===== config.mk =====
export PLATFORM = sky130hd
export DESIGN_NAME = encoder_speed_trimmed_mean_filter
export DESIGN_NICKNAME = d
export VERILOG_FILES = /design/src/hdl/estm_pkg.sv /design/src/hdl/encoder_speed_trimmed_mean_filter.sv /design/src/hdl/estm_div6.sv
export SDC_FILE = /design/constraint.sdc
export NUM_CORES = 2
export LEC_CHECK = 0
export BUFFER_PORTS_ARGS = -buffer_cell sky130_fd_sc_hd__buf_2
export CORE_MARGIN = 2
export CORE_UTILIZATION = 45
export DETAILED_ROUTE_END_ITERATION = 6
export PLACE_DENSITY = 0.71
export SLEW_MARGIN = 30
export SYNTH_ARGS = -nofsm -noshare
export SYNTH_HDL_FRONTEND = slang
export SYNTH_SLANG_ARGS = --single-unit

===== constraint.sdc =====
create_clock -name clock -period 16.25 [get_ports clock]
set_input_delay 1.625 -clock clock [delete_from_list [all_inputs] [get_ports clock]]
set_output_delay 1.625 -clock clock [all_outputs]
set_load 0.005 [all_outputs]

===== src/hdl/estm_pkg.sv =====
`timescale 1ns / 1ps

package estm_pkg;

   // Widths fixed by the stream fields and by the trimmed sum.
   localparam int SPEED_W    = 32;
   localparam int COUNT_W    = 32;
   localparam int GAIN_W     = 32;
   localparam int PERIOD_W   = 8;
   localparam int PROD_W     = 64;
   // Six kept samples of 32 bits each need three more bits of headroom.
   localparam int SUM_W      = 35;
   // The magnitude of that sum never exceeds three times two to the 32nd.
   localparam int MAG_W      = 34;

   // Number of middle samples that survive the trim, which is also the divisor.
   localparam int KEEP_COUNT = 6;

   // Division by six: the magnitude is halved, then multiplied by the
   // reciprocal of three rounded up, scaled by two to the 33rd.
   localparam int                 HALF_W      = MAG_W - 1;
   localparam int                 RECIP_W     = 32;
   localparam logic [RECIP_W-1:0] RECIP_3     = 32'hAAAA_AAAB;
   localparam int                 RECIP_SHIFT = 33;
   localparam int                 LO_W        = 17;
   localparam int                 ACC_W       = HALF_W + RECIP_W;

   // Register indexes on the configuration channel.
   localparam logic CSR_DECIMATION_PERIOD = 1'b0;
   localparam logic CSR_SPEED_GAIN        = 1'b1;

   typedef enum logic [2:0] {
      ST_IDLE,
      ST_MUL,
      ST_WRITE,
      ST_SCAN,
      ST_DIV,
      ST_AVG
   } state_type;

   typedef struct packed {
      logic busy;
      logic done;
   } div_status_type;

endpackage


===== src/hdl/encoder_speed_trimmed_mean_filter.sv =====
`timescale 1ns / 1ps

// Encoder speed filter. The req_ channel carries one absolute encoder count per
// tick; every decimation_period ticks the count difference since the last
// sample is scaled by speed_gain (Q16.16), saturated and written into a window
// memory. Once WINDOW_LEN samples are held, the extreme samples are trimmed,
// the middle six are averaged, the mean is blended half and half with the
// previous speed and the new speed leaves on the rsp_ channel, one transfer
// per full window. The csr_ channel writes the period and the gain and is
// always ready.
// A tick that takes no sample leaves the block ready for the next count;
// a sample goes through subtract, multiply, and saturate and write. The
// tick that completes a window adds a rank scan, paced by the single read
// port of the window memory, the divide by six, done as a reciprocal
// multiplication in two halves, and the blend, after which the speed is
// offered on rsp_. No new count is taken while the window is processed.
// Reset clears the tick counter, the previous count, the fill count and the
// speed, and loads period 1 and gain 1.0; the window memory is not cleared.
// A result waits in the output register while the receiver stalls; the
// block keeps taking counts, and stalls only when a further result is ready.

module encoder_speed_trimmed_mean_filter import estm_pkg::*; #(
   parameter int WINDOW_LEN = 10
) (
   input  logic                clock,
   input  logic                reset,
   // Input counts.
   input  logic                req_tvalid,
   output logic                req_tready,
   input  logic [COUNT_W-1:0]  req_tdata,   // [31:0] encoder_count
   // Filtered speed.
   output logic                rsp_tvalid,
   input  logic                rsp_tready,
   output logic [SPEED_W-1:0]  rsp_tdata,   // [31:0] filtered_speed
   // Register writes.
   input  logic                csr_valid,
   output logic                csr_ready,
   input  logic                csr_index,
   input  logic [31:0]         csr_data
);

   localparam int IDX_W      = $clog2(WINDOW_LEN);
   localparam int PW         = $clog2(WINDOW_LEN + 2);
   localparam int KEEP_START = (WINDOW_LEN - KEEP_COUNT) / 2;

   localparam logic [IDX_W-1:0] IDX_LAST = IDX_W'(WINDOW_LEN - 1);
   localparam logic [IDX_W-1:0] KEEP_LO  = IDX_W'(KEEP_START);
   localparam logic [IDX_W-1:0] KEEP_HI  = IDX_W'(KEEP_START + KEEP_COUNT);
   localparam logic [PW-1:0]    P_KEY    = PW'(1);
   localparam logic [PW-1:0]    P_CMP    = PW'(2);
   localparam logic [PW-1:0]    P_END    = PW'(WINDOW_LEN + 1);

   state_type state_ff, state_in;

   // Configuration.
   logic [PERIOD_W-1:0]        period_ff, period_in;
   logic [GAIN_W-1:0]          gain_ff, gain_in;

   // Tick and sample path.
   logic [PERIOD_W-1:0]        tick_ff, tick_in;
   logic [COUNT_W-1:0]         prev_ff, prev_in;
   logic signed [COUNT_W-1:0]  diff_ff, diff_in;
   logic signed [PROD_W-1:0]   prod_ff, prod_in;
   logic [IDX_W-1:0]           fill_ff, fill_in;

   // Rank scan.
   logic [IDX_W-1:0]           outer_ff, outer_in;
   logic [PW-1:0]              step_ff, step_in;
   logic signed [SPEED_W-1:0]  key_ff, key_in;
   logic [IDX_W-1:0]           rank_ff, rank_in;
   logic signed [SUM_W-1:0]    sum_ff, sum_in;

   // Mean, smoothing and output register.
   logic signed [SPEED_W-1:0]  mean_ff, mean_in;
   logic signed [SPEED_W-1:0]  smooth_ff, smooth_in;
   logic [SPEED_W-1:0]         rsp_data_ff, rsp_data_in;
   logic                       rsp_valid_ff, rsp_valid_in;

   // Window memory.
   logic signed [SPEED_W-1:0]  win_mem [WINDOW_LEN];
   logic signed [SPEED_W-1:0]  rd_data_ff;
   logic [IDX_W-1:0]           rd_addr;
   logic                       mem_we;

   logic                       req_fire;
   logic                       sample_hit;
   logic                       out_free;
   logic                       scan_end;
   logic                       div_start;
   logic                       rsp_load;
   logic signed [SPEED_W-1:0]  sample_sat;
   logic signed [GAIN_W:0]     gain_signed;
   logic [IDX_W-1:0]           cmp_idx;
   logic                       is_lower;
   logic [IDX_W-1:0]           rank_next;
   logic                       keep_it;
   logic signed [SPEED_W:0]    blend_sum;
   logic signed [SPEED_W:0]    blend_adj;
   logic signed [SPEED_W-1:0]  blend;

   div_status_type             div_status;
   logic signed [SPEED_W-1:0]  div_quotient;

   estm_div6 u_div6 (
      .clock        (clock),
      .reset        (reset),
      .div_start    (div_start),
      .div_dividend (sum_ff),
      .div_status   (div_status),
      .div_quotient (div_quotient)
   );

   // Shared conditions and arithmetic.
   always_comb begin
      req_fire    = req_tvalid && req_tready;
      sample_hit  = (tick_ff == period_ff);
      out_free    = !rsp_valid_ff || rsp_tready;
      scan_end    = (state_ff == ST_SCAN) && (step_ff == P_END);
      gain_signed = {1'b0, gain_ff};

      // Saturate the scaled difference to the signed speed range.
      if (prod_ff[PROD_W-1:SPEED_W-1] == '0 || prod_ff[PROD_W-1:SPEED_W-1] == '1) begin
         sample_sat = prod_ff[SPEED_W-1:0];
      end else if (prod_ff[PROD_W-1]) begin
         sample_sat = {1'b1, {(SPEED_W-1){1'b0}}};
      end else begin
         sample_sat = {1'b0, {(SPEED_W-1){1'b1}}};
      end

      // A sample ranks below the key if it is smaller, or equal and earlier in
      // the window; this gives every sample a distinct rank, as a stable sort.
      cmp_idx   = IDX_W'(step_ff - P_CMP);
      is_lower  = (rd_data_ff < key_ff) || ((rd_data_ff == key_ff) && (cmp_idx < outer_ff));
      rank_next = rank_ff + IDX_W'(is_lower);
      keep_it   = (rank_next >= KEEP_LO) && (rank_next < KEEP_HI);

      // Half-and-half blend, halved with truncation toward zero.
      blend_sum = {mean_ff[SPEED_W-1], mean_ff} + {smooth_ff[SPEED_W-1], smooth_ff};
      blend_adj = blend_sum + (SPEED_W + 1)'(blend_sum[SPEED_W]);
      blend     = blend_adj[SPEED_W:1];
   end

   // Next state.
   always_comb begin
      state_in = state_ff;
      unique case (state_ff)
         ST_IDLE: begin
            if (req_fire && sample_hit) begin
               state_in = ST_MUL;
            end
         end
         ST_MUL: begin
            state_in = ST_WRITE;
         end
         ST_WRITE: begin
            state_in = (fill_ff == IDX_LAST) ? ST_SCAN : ST_IDLE;
         end
         ST_SCAN: begin
            if (scan_end && (outer_ff == IDX_LAST)) begin
               state_in = ST_DIV;
            end
         end
         ST_DIV: begin
            if (div_status.done) begin
               state_in = ST_AVG;
            end
         end
         ST_AVG: begin
            if (out_free) begin
               state_in = ST_IDLE;
            end
         end
         default: begin
            state_in = ST_IDLE;
         end
      endcase
   end

   // State outputs.
   always_comb begin
      req_tready = 1'b0;
      mem_we     = 1'b0;
      rd_addr    = '0;
      div_start  = 1'b0;
      rsp_load   = 1'b0;
      unique case (state_ff)
         ST_IDLE: begin
            req_tready = 1'b1;
         end
         ST_MUL: begin
         end
         ST_WRITE: begin
            mem_we = 1'b1;
         end
         ST_SCAN: begin
            // Step zero fetches the key; the following steps fetch each entry.
            if (step_ff == '0) begin
               rd_addr = outer_ff;
            end else if (step_ff != P_END) begin
               rd_addr = IDX_W'(step_ff - P_KEY);
            end
         end
         ST_DIV: begin
            // The divider starts on entry to this state, once the last key
            // has been added to the sum.
            div_start = !div_status.busy && !div_status.done;
         end
         ST_AVG: begin
            rsp_load = out_free;
         end
         default: begin
         end
      endcase
   end

   // Register next values.
   always_comb begin
      period_in    = period_ff;
      gain_in      = gain_ff;
      tick_in      = tick_ff;
      prev_in      = prev_ff;
      diff_in      = diff_ff;
      prod_in      = prod_ff;
      fill_in      = fill_ff;
      outer_in     = outer_ff;
      step_in      = step_ff;
      key_in       = key_ff;
      rank_in      = rank_ff;
      sum_in       = sum_ff;
      mean_in      = mean_ff;
      smooth_in    = smooth_ff;
      rsp_data_in  = rsp_data_ff;
      rsp_valid_in = rsp_valid_ff;

      if (csr_valid && csr_ready) begin
         unique case (csr_index)
            CSR_DECIMATION_PERIOD: period_in = csr_data[PERIOD_W-1:0];
            CSR_SPEED_GAIN:        gain_in   = csr_data[GAIN_W-1:0];
            default:               period_in = period_ff;
         endcase
      end

      if (req_fire) begin
         tick_in = sample_hit ? PERIOD_W'(1) : tick_ff + 1'b1;
         if (sample_hit) begin
            diff_in = $signed(req_tdata - prev_ff);
            prev_in = req_tdata;
         end
      end

      if (state_ff == ST_MUL) begin
         prod_in = diff_ff * gain_signed;
      end

      if (state_ff == ST_WRITE) begin
         if (fill_ff == IDX_LAST) begin
            fill_in  = '0;
            outer_in = '0;
            step_in  = '0;
            sum_in   = '0;
         end else begin
            fill_in = fill_ff + 1'b1;
         end
      end

      if (state_ff == ST_SCAN) begin
         step_in = step_ff + 1'b1;
         if (step_ff == P_KEY) begin
            key_in  = rd_data_ff;
            rank_in = '0;
         end else if (step_ff >= P_CMP) begin
            rank_in = rank_next;
         end
         if (scan_end) begin
            step_in  = '0;
            outer_in = outer_ff + 1'b1;
            if (keep_it) begin
               sum_in = sum_ff + SUM_W'(key_ff);
            end
         end
      end

      if ((state_ff == ST_DIV) && div_status.done) begin
         mean_in = div_quotient;
      end

      if (rsp_valid_ff && rsp_tready) begin
         rsp_valid_in = 1'b0;
      end
      if (rsp_load) begin
         smooth_in    = blend;
         rsp_data_in  = blend;
         rsp_valid_in = 1'b1;
      end
   end

   always_ff @(posedge clock) begin
      if (reset) begin
         state_ff     <= ST_IDLE;
         period_ff    <= PERIOD_W'(1);
         gain_ff      <= GAIN_W'(65536);
         tick_ff      <= '0;
         prev_ff      <= '0;
         fill_ff      <= '0;
         smooth_ff    <= '0;
         rsp_valid_ff <= 1'b0;
      end else begin
         state_ff     <= state_in;
         period_ff    <= period_in;
         gain_ff      <= gain_in;
         tick_ff      <= tick_in;
         prev_ff      <= prev_in;
         fill_ff      <= fill_in;
         smooth_ff    <= smooth_in;
         rsp_valid_ff <= rsp_valid_in;
      end
      diff_ff     <= diff_in;
      prod_ff     <= prod_in;
      outer_ff    <= outer_in;
      step_ff     <= step_in;
      key_ff      <= key_in;
      rank_ff     <= rank_in;
      sum_ff      <= sum_in;
      mean_ff     <= mean_in;
      rsp_data_ff <= rsp_data_in;
   end

   // Window memory: one write port, one registered read port.
   always_ff @(posedge clock) begin
      if (mem_we) begin
         win_mem[fill_ff] <= sample_sat;
      end
      rd_data_ff <= win_mem[rd_addr];
   end

   assign csr_ready  = 1'b1;
   assign rsp_tvalid = rsp_valid_ff;
   assign rsp_tdata  = rsp_data_ff;

`ifndef SYNTH
   // The fill count never points past the last window slot.
   a_fill_range: assert property (@(posedge clock) disable iff (reset)
      fill_ff <= IDX_LAST)
      else $error("window fill count out of range");

   // Writing the last slot always starts the rank scan from the first entry.
   a_full_scans: assert property (@(posedge clock) disable iff (reset)
      (state_ff == ST_WRITE) && (fill_ff == IDX_LAST) |=>
         (state_ff == ST_SCAN) && (outer_ff == '0) && (step_ff == '0))
      else $error("full window did not start a scan");

   // A new result appears only from the blend step.
   a_rsp_source: assert property (@(posedge clock) disable iff (reset)
      $rose(rsp_tvalid) |-> $past(state_ff == ST_AVG))
      else $error("result raised outside the blend step");

   // The divider reports completion for a single cycle only.
   a_div_pulse: assert property (@(posedge clock) disable iff (reset)
      div_status.done |=> !div_status.done)
      else $error("divider done held longer than one cycle");

   // No count is taken while the window is being processed; checked here while the divider is busy.
   a_no_take_busy: assert property (@(posedge clock) disable iff (reset)
      div_status.busy |-> !req_tready)
      else $error("count accepted while the divider is busy");
`endif

endmodule


===== src/hdl/estm_div6.sv =====
`timescale 1ns / 1ps

module estm_div6 import estm_pkg::*; (
   input  logic                       clock,
   input  logic                       reset,
   input  logic                       div_start,
   input  logic signed [SUM_W-1:0]    div_dividend,
   output div_status_type             div_status,
   output logic signed [SPEED_W-1:0]  div_quotient
);

   logic                       busy_ff, busy_in;
   logic                       done_ff, done_in;
   logic                       half_ff, half_in;
   logic [HALF_W-1:0]          mag_ff, mag_in;
   logic [ACC_W-1:0]           acc_ff, acc_in;
   logic                       neg_ff, neg_in;

   logic signed [SUM_W-1:0]    abs_value;
   logic [LO_W-1:0]            mul_a;
   logic [LO_W+RECIP_W-1:0]    part;
   logic [SPEED_W-1:0]         quo_mag;

   // Division by six on the magnitude: halve it, then divide by three through
   // the rounded-up reciprocal, which is exact for every halved magnitude below
   // two to the 33rd. The product is built from the low and the high part of
   // the multiplicand, one after the other, with one small multiplier. The sign goes
   // back on at the end so that the quotient truncates toward zero.
   always_comb begin
      abs_value = div_dividend[SUM_W-1] ? -div_dividend : div_dividend;
      mul_a     = half_ff ? LO_W'(mag_ff[HALF_W-1:LO_W]) : mag_ff[LO_W-1:0];
      part      = mul_a * RECIP_3;

      busy_in = busy_ff;
      done_in = 1'b0;
      half_in = half_ff;
      mag_in  = mag_ff;
      acc_in  = acc_ff;
      neg_in  = neg_ff;

      if (div_start) begin
         busy_in = 1'b1;
         half_in = 1'b0;
         mag_in  = abs_value[MAG_W-1:1];
         acc_in  = '0;
         neg_in  = div_dividend[SUM_W-1];
      end else if (busy_ff) begin
         if (!half_ff) begin
            acc_in  = ACC_W'(part);
            half_in = 1'b1;
         end else begin
            acc_in  = acc_ff + {part[ACC_W-LO_W-1:0], {LO_W{1'b0}}};
            busy_in = 1'b0;
            done_in = 1'b1;
         end
      end
   end

   always_ff @(posedge clock) begin
      if (reset) begin
         busy_ff <= 1'b0;
         done_ff <= 1'b0;
      end else begin
         busy_ff <= busy_in;
         done_ff <= done_in;
      end
      half_ff <= half_in;
      mag_ff  <= mag_in;
      acc_ff  <= acc_in;
      neg_ff  <= neg_in;
   end

   always_comb begin
      quo_mag         = acc_ff[ACC_W-1:RECIP_SHIFT];
      div_quotient    = neg_ff ? -$signed(quo_mag) : $signed(quo_mag);
      div_status.busy = busy_ff;
      div_status.done = done_ff;
   end

endmodule


==> results.rst <==
.. list-table::
   :header-rows: 1

   * - Metric
     - Value
   * - Internal power contribution
     - a little over 7 mW
   * - Most repeated library cell on the critical path
     - fa_1
   * - Reg-to-Reg Start
     - u_div6.half_ff
   * - Width of the chip
     - 418 µm
   * - Tightest Pin Transition
     - 1.01 ns
   * - Placement Rows
     - 152
   * - Layout cells sized above 1
     - 0.0611
   * - Peak supply drop
     - ~0.22 mV
   * - Fraction of the cycle the final worst path needs
     - 0.583
   * - Number of max-capacitance violations reported
     - 0
   * - Skew-Pair Late Insertion Delay
     - 0.72 ns
   * - Clk_skew
     - 0.0391 ns
   * - Vias in the first global route
     - 59400
   * - Level count of the clock H-tree
     - 3
   * - Fraction of power consumed by combinational cells
     - 0.664
   * - Pwr Density
     - around 170 mW/mm²
   * - Total routing usage reported by global routing
     - 0.238
   * - Die Outline Area
     - approximately 0.17 mm²
   * - Static power due to leakage
     - roughly 37 nW
   * - Relative slew margins
     - 0.323
   * - Mean instance size in the synthesized netlist
     - 9.87 µm²
   * - R2R Setup Slk
     - ~6.8 ns
   * - Dominant delay contributor by cell family on the critical path
     - adder cells
   * - Number of distinct library cells after synthesis
     - 94
   * - Register area share after synthesis
     - 0.278
   * - Effective utilization at floorplan
     - 0.452
   * - Weighted congestion at the end of routability-driven global placement
     - about 0.94
   * - Seq pwr share
     - 0.192
   * - Worst Hold Margin
     - about 0.45 ns
   * - Number of buffers added on ports
     - between 100 and 150
   * - Hold-critical path endpoint
     - key_ff[19]
   * - Number of enable flip-flop cells after synthesis
     - about 550
   * - Via density per instance
     - roughly 5.6
   * - Final non-filler cell area
     - 0.0830 mm²
   * - Shortest clock period the worst path allows after layout
     - about 9.5 ns
   * - # Post-CTS Setup Buffers
     - 0
   * - Final HPWL DP
     - roughly 150000 µm
   * - Class of the tightest hold or removal check
     - flip-flop to flip-flop
   * - Core region area
     - ~0.17 mm²
   * - Maximum net fanout on the critical path
     - 20
   * - Flip-flop cell with the highest count after synthesis
     - edfxtp_1
   * - Clock tree from TritonCTS
     - built
   * - Worst Setup Start Kind
     - flip-flop
   * - Sw Pwr
     - about 6.7 mW
   * - Final wirelength
     - slightly above 200000 µm
   * - Critical path data arrival time
     - 10.09 ns
   * - Total CTS buffers
     - around 90
   * - Share of total power consumed by net switching
     - 0.482
   * - Maximum clock insertion buffer count
     - 3
   * - Final setup violation count
     - 0
   * - Final core area utilization
     - 0.485
   * - Crit path largest cell delay
     - around 0.88 ns
   * - First-pass iteration count of the detailed router
     - 6
   * - Clock edge transition at the registers on the reported setup and hold paths
     - roughly 0.070 ns
   * - Start point of the worst min-delay path
     - rd_data_ff[19]
   * - Portion of total power attributed to the clock network
     - 0.144
   * - Count of nets left with antenna violations after detail routing
     - 0
   * - Nets@finish
     - around 9400
   * - Clock tree root driver cell
     - clkbuf_16
   * - Overflow left after global routing
     - 0
   * - WS Path Type
     - flip-flop to flip-flop
   * - Overall die height
     - 418 µm
   * - Maximum number of pins on one net before global-route repair
     - between 70 and 80
   * - Placed standard-cell area
     - ~0.08 mm²
   * - Number of DRC violations after detailed routing
     - 0
   * - First-pass GRT wire length
     - between 300000 and 400000 µm
   * - Highest achievable clock rate
     - ~110 MHz
   * - Post-synth ARST share
     - 0
   * - Routed length per instance
     - between 20 and 25 µm
   * - Post-Synthesis Cell Area
     - approximately 0.077 mm²
   * - Initial antenna violation count
     - 4
   * - Worst path bufs/invs
     - 4
   * - IO Count
     - about 110
   * - Post-cts repair resize count
     - 0
   * - Data required time of the critical path
     - 16.86 ns
   * - Result of the run
     - completed
   * - Unrepaired setup endpoints after global routing
     - false
   * - Hold_buf cts
     - 0
   * - Yosys reg bits
     - between 700 and 800
   * - Number of hold-slack violations in the final timing report
     - 0
   * - Hold Path Depth
     - 0
   * - Sort of element at the end of the critical path
     - flip-flop
   * - Number of synthesis warnings
     - 0
   * - Clock Sink Count
     - 796
   * - Fin. max-slew vios
     - 0
   * - Drt initial violations
     - roughly 3600
   * - Setup TNS
     - 0 ns
   * - Reg-to-Reg End
     - u_div6.acc_ff[64]
   * - Worst Reg-to-Reg Cells
     - 30
   * - Vias
     - 56100
   * - Area delta synth->final
     - 7.44%
   * - Slowest cell on the critical path
     - dfxtp_1
   * - Cells after synthesis
     - 7820
   * - Net count after synthesis
     - 9500
==> logic make-up (layout without fill, tap and decap cells) <==
group           after synthesis  in the layout  share of synthesized area
simple gates               2271           2271                      0.135
flops                       796            796                      0.278
compound gates             1073           1073                     0.0880
xor+xnor                    338            338                     0.0383
mux                         102            102                     0.0239
other cells                   1              4                  0.0000486
fa+ha+maj                  1610           1610                      0.358
buf+inv                    1629           1643                     0.0793
==> cell usage in the layout (no fill, tap or decap), types with 12 or more instances in the layout <==
master / instances
ha_1: 616
mux4_2: 64
nand3_1: 95
or3_1: 19
o21ai_0: 200
o41ai_1: 14
clkinv_2: 12
fa_1: 994
nor2b_1: 64
a21oi_1: 357
a21o_1: 138
inv_1: 1279
xor2_1: 98
o31ai_1: 32
nand2_1: 1290
a21boi_0: 12
o21bai_1: 33
clkbuf_1: 27
a211oi_1: 64
dfxtp_1: 234
nand2b_1: 73
buf_2: 102
nor4_1: 25
o21a_1: 34
and3_1: 32
o211ai_1: 19
xnor2_1: 240
clkbuf_16: 90
a31oi_1: 57
nor2_1: 210
nor3_1: 66
edfxtp_1: 554
and2_1: 257
mux2i_1: 22
nand4_1: 57
buf_4: 93
mux2_2: 16
==> Yosys cell counts, types with 14 or more instances <==
library cell | number | share of area
nand3_1 | 97 | 0.0063
o21ai_0 | 201 | 0.013
nand2b_1 | 73 | 0.0059
edfxtp_1 | 554 | 0.22
clkbuf_1 | 331 | 0.016
a21o_1 | 138 | 0.013
o21a_1 | 34 | 0.0033
nor2b_1 | 64 | 0.0052
nand4_1 | 57 | 0.0046
xor2_1 | 98 | 0.011
dfxtp_1 | 242 | 0.063
and3_1 | 32 | 0.0026
nor2_1 | 216 | 0.011
mux2i_1 | 22 | 0.0029
or3_1 | 19 | 0.0015
o31ai_1 | 32 | 0.0031
fa_1 | 994 | 0.26
o41ai_1 | 14 | 0.0016
mux4_2 | 64 | 0.019
o211ai_1 | 19 | 0.0018
and2_1 | 258 | 0.021
o21bai_1 | 34 | 0.0033
inv_1 | 1280 | 0.062
a211oi_1 | 65 | 0.0063
nor3_1 | 71 | 0.0046
xnor2_1 | 240 | 0.027
ha_1 | 616 | 0.10
nor4_1 | 26 | 0.0021
mux2_2 | 16 | 0.0023
a31oi_1 | 57 | 0.0046
nand2_1 | 1291 | 0.063
a21oi_1 | 358 | 0.023
==> power by group through the flow <==
stage	sequential (mW)	clock (mW)	combinational, mW
detailed placement	2.72	0	9.14
CTS	2.67	2.05	9.21
finish	2.68	2.01	9.25
global placement	2.71	0	9.09
floorplan	2.65	0	6.70
global route	2.69	2.13	10.3
==> worst max-delay path by stage <==
stage                   start                end  slack, ns  depth (start not counted)
2_1_floorplan  u_div6.half_ff  u_div6.acc_ff[64]       7.39                         35
3_3_place_gp   u_div6.half_ff  u_div6.acc_ff[64]       6.82                         30
3_5_place_dp   u_div6.half_ff  u_div6.acc_ff[64]       6.74                         30
4_1_cts        u_div6.half_ff  u_div6.acc_ff[64]       6.74                         30
5_1_grt        u_div6.half_ff  u_div6.acc_ff[64]       6.09                         30
6_report       u_div6.half_ff  u_div6.acc_ff[64]       6.77                         30
==> stage by stage <==
stage	power, mW	cells	worst slack (ns)
global placement	11.8	9901	6.82
detailed placement	11.9	9901	6.74
finish	13.9	10100	6.77
floorplan	9.35	7820	7.39
global route	15.1	10100	6.09
CTS	13.9	10100	6.74
==> metal layers <==
layer	track usage	share of wire	wire, µm	vias up
met5	0	0	0	-
met4	0.128	0.062	12700	0
met3	0.0340	0.059	12100	675
met2	0.421	0.50	103000	1950
met1	0.279	0.38	77500	28200
li1	-	-	-	25200
==> final cells by class <==
class / instances / area, µm²
timing repair buffer: 197 / 1230
antenna: 3 / 7.51
clock inverter: 40 / 423
sequential: 796 / 21500
multi-input combinational: 5395 / 49700
fill: 15500 / 88000
clock buffer: 125 / 2460
tap: 2233 / 2790
inverter: 1281 / 4810
==> registers in the layout, indices dropped and copies added (netlist names), 32 cells and up <==
name / count
prev_ff: 32
mean_ff: 32
key_ff: 32
prod_ff: 64
u_div6.mag_ff: 33
sum_ff: 35
diff_ff: 32
smooth_ff: 32
u_div6.acc_ff: 48
win_mem: 320
gain_ff: 32
rsp_tdata: 32
rd_data_ff: 32
(Power assumes the default switching activity.)
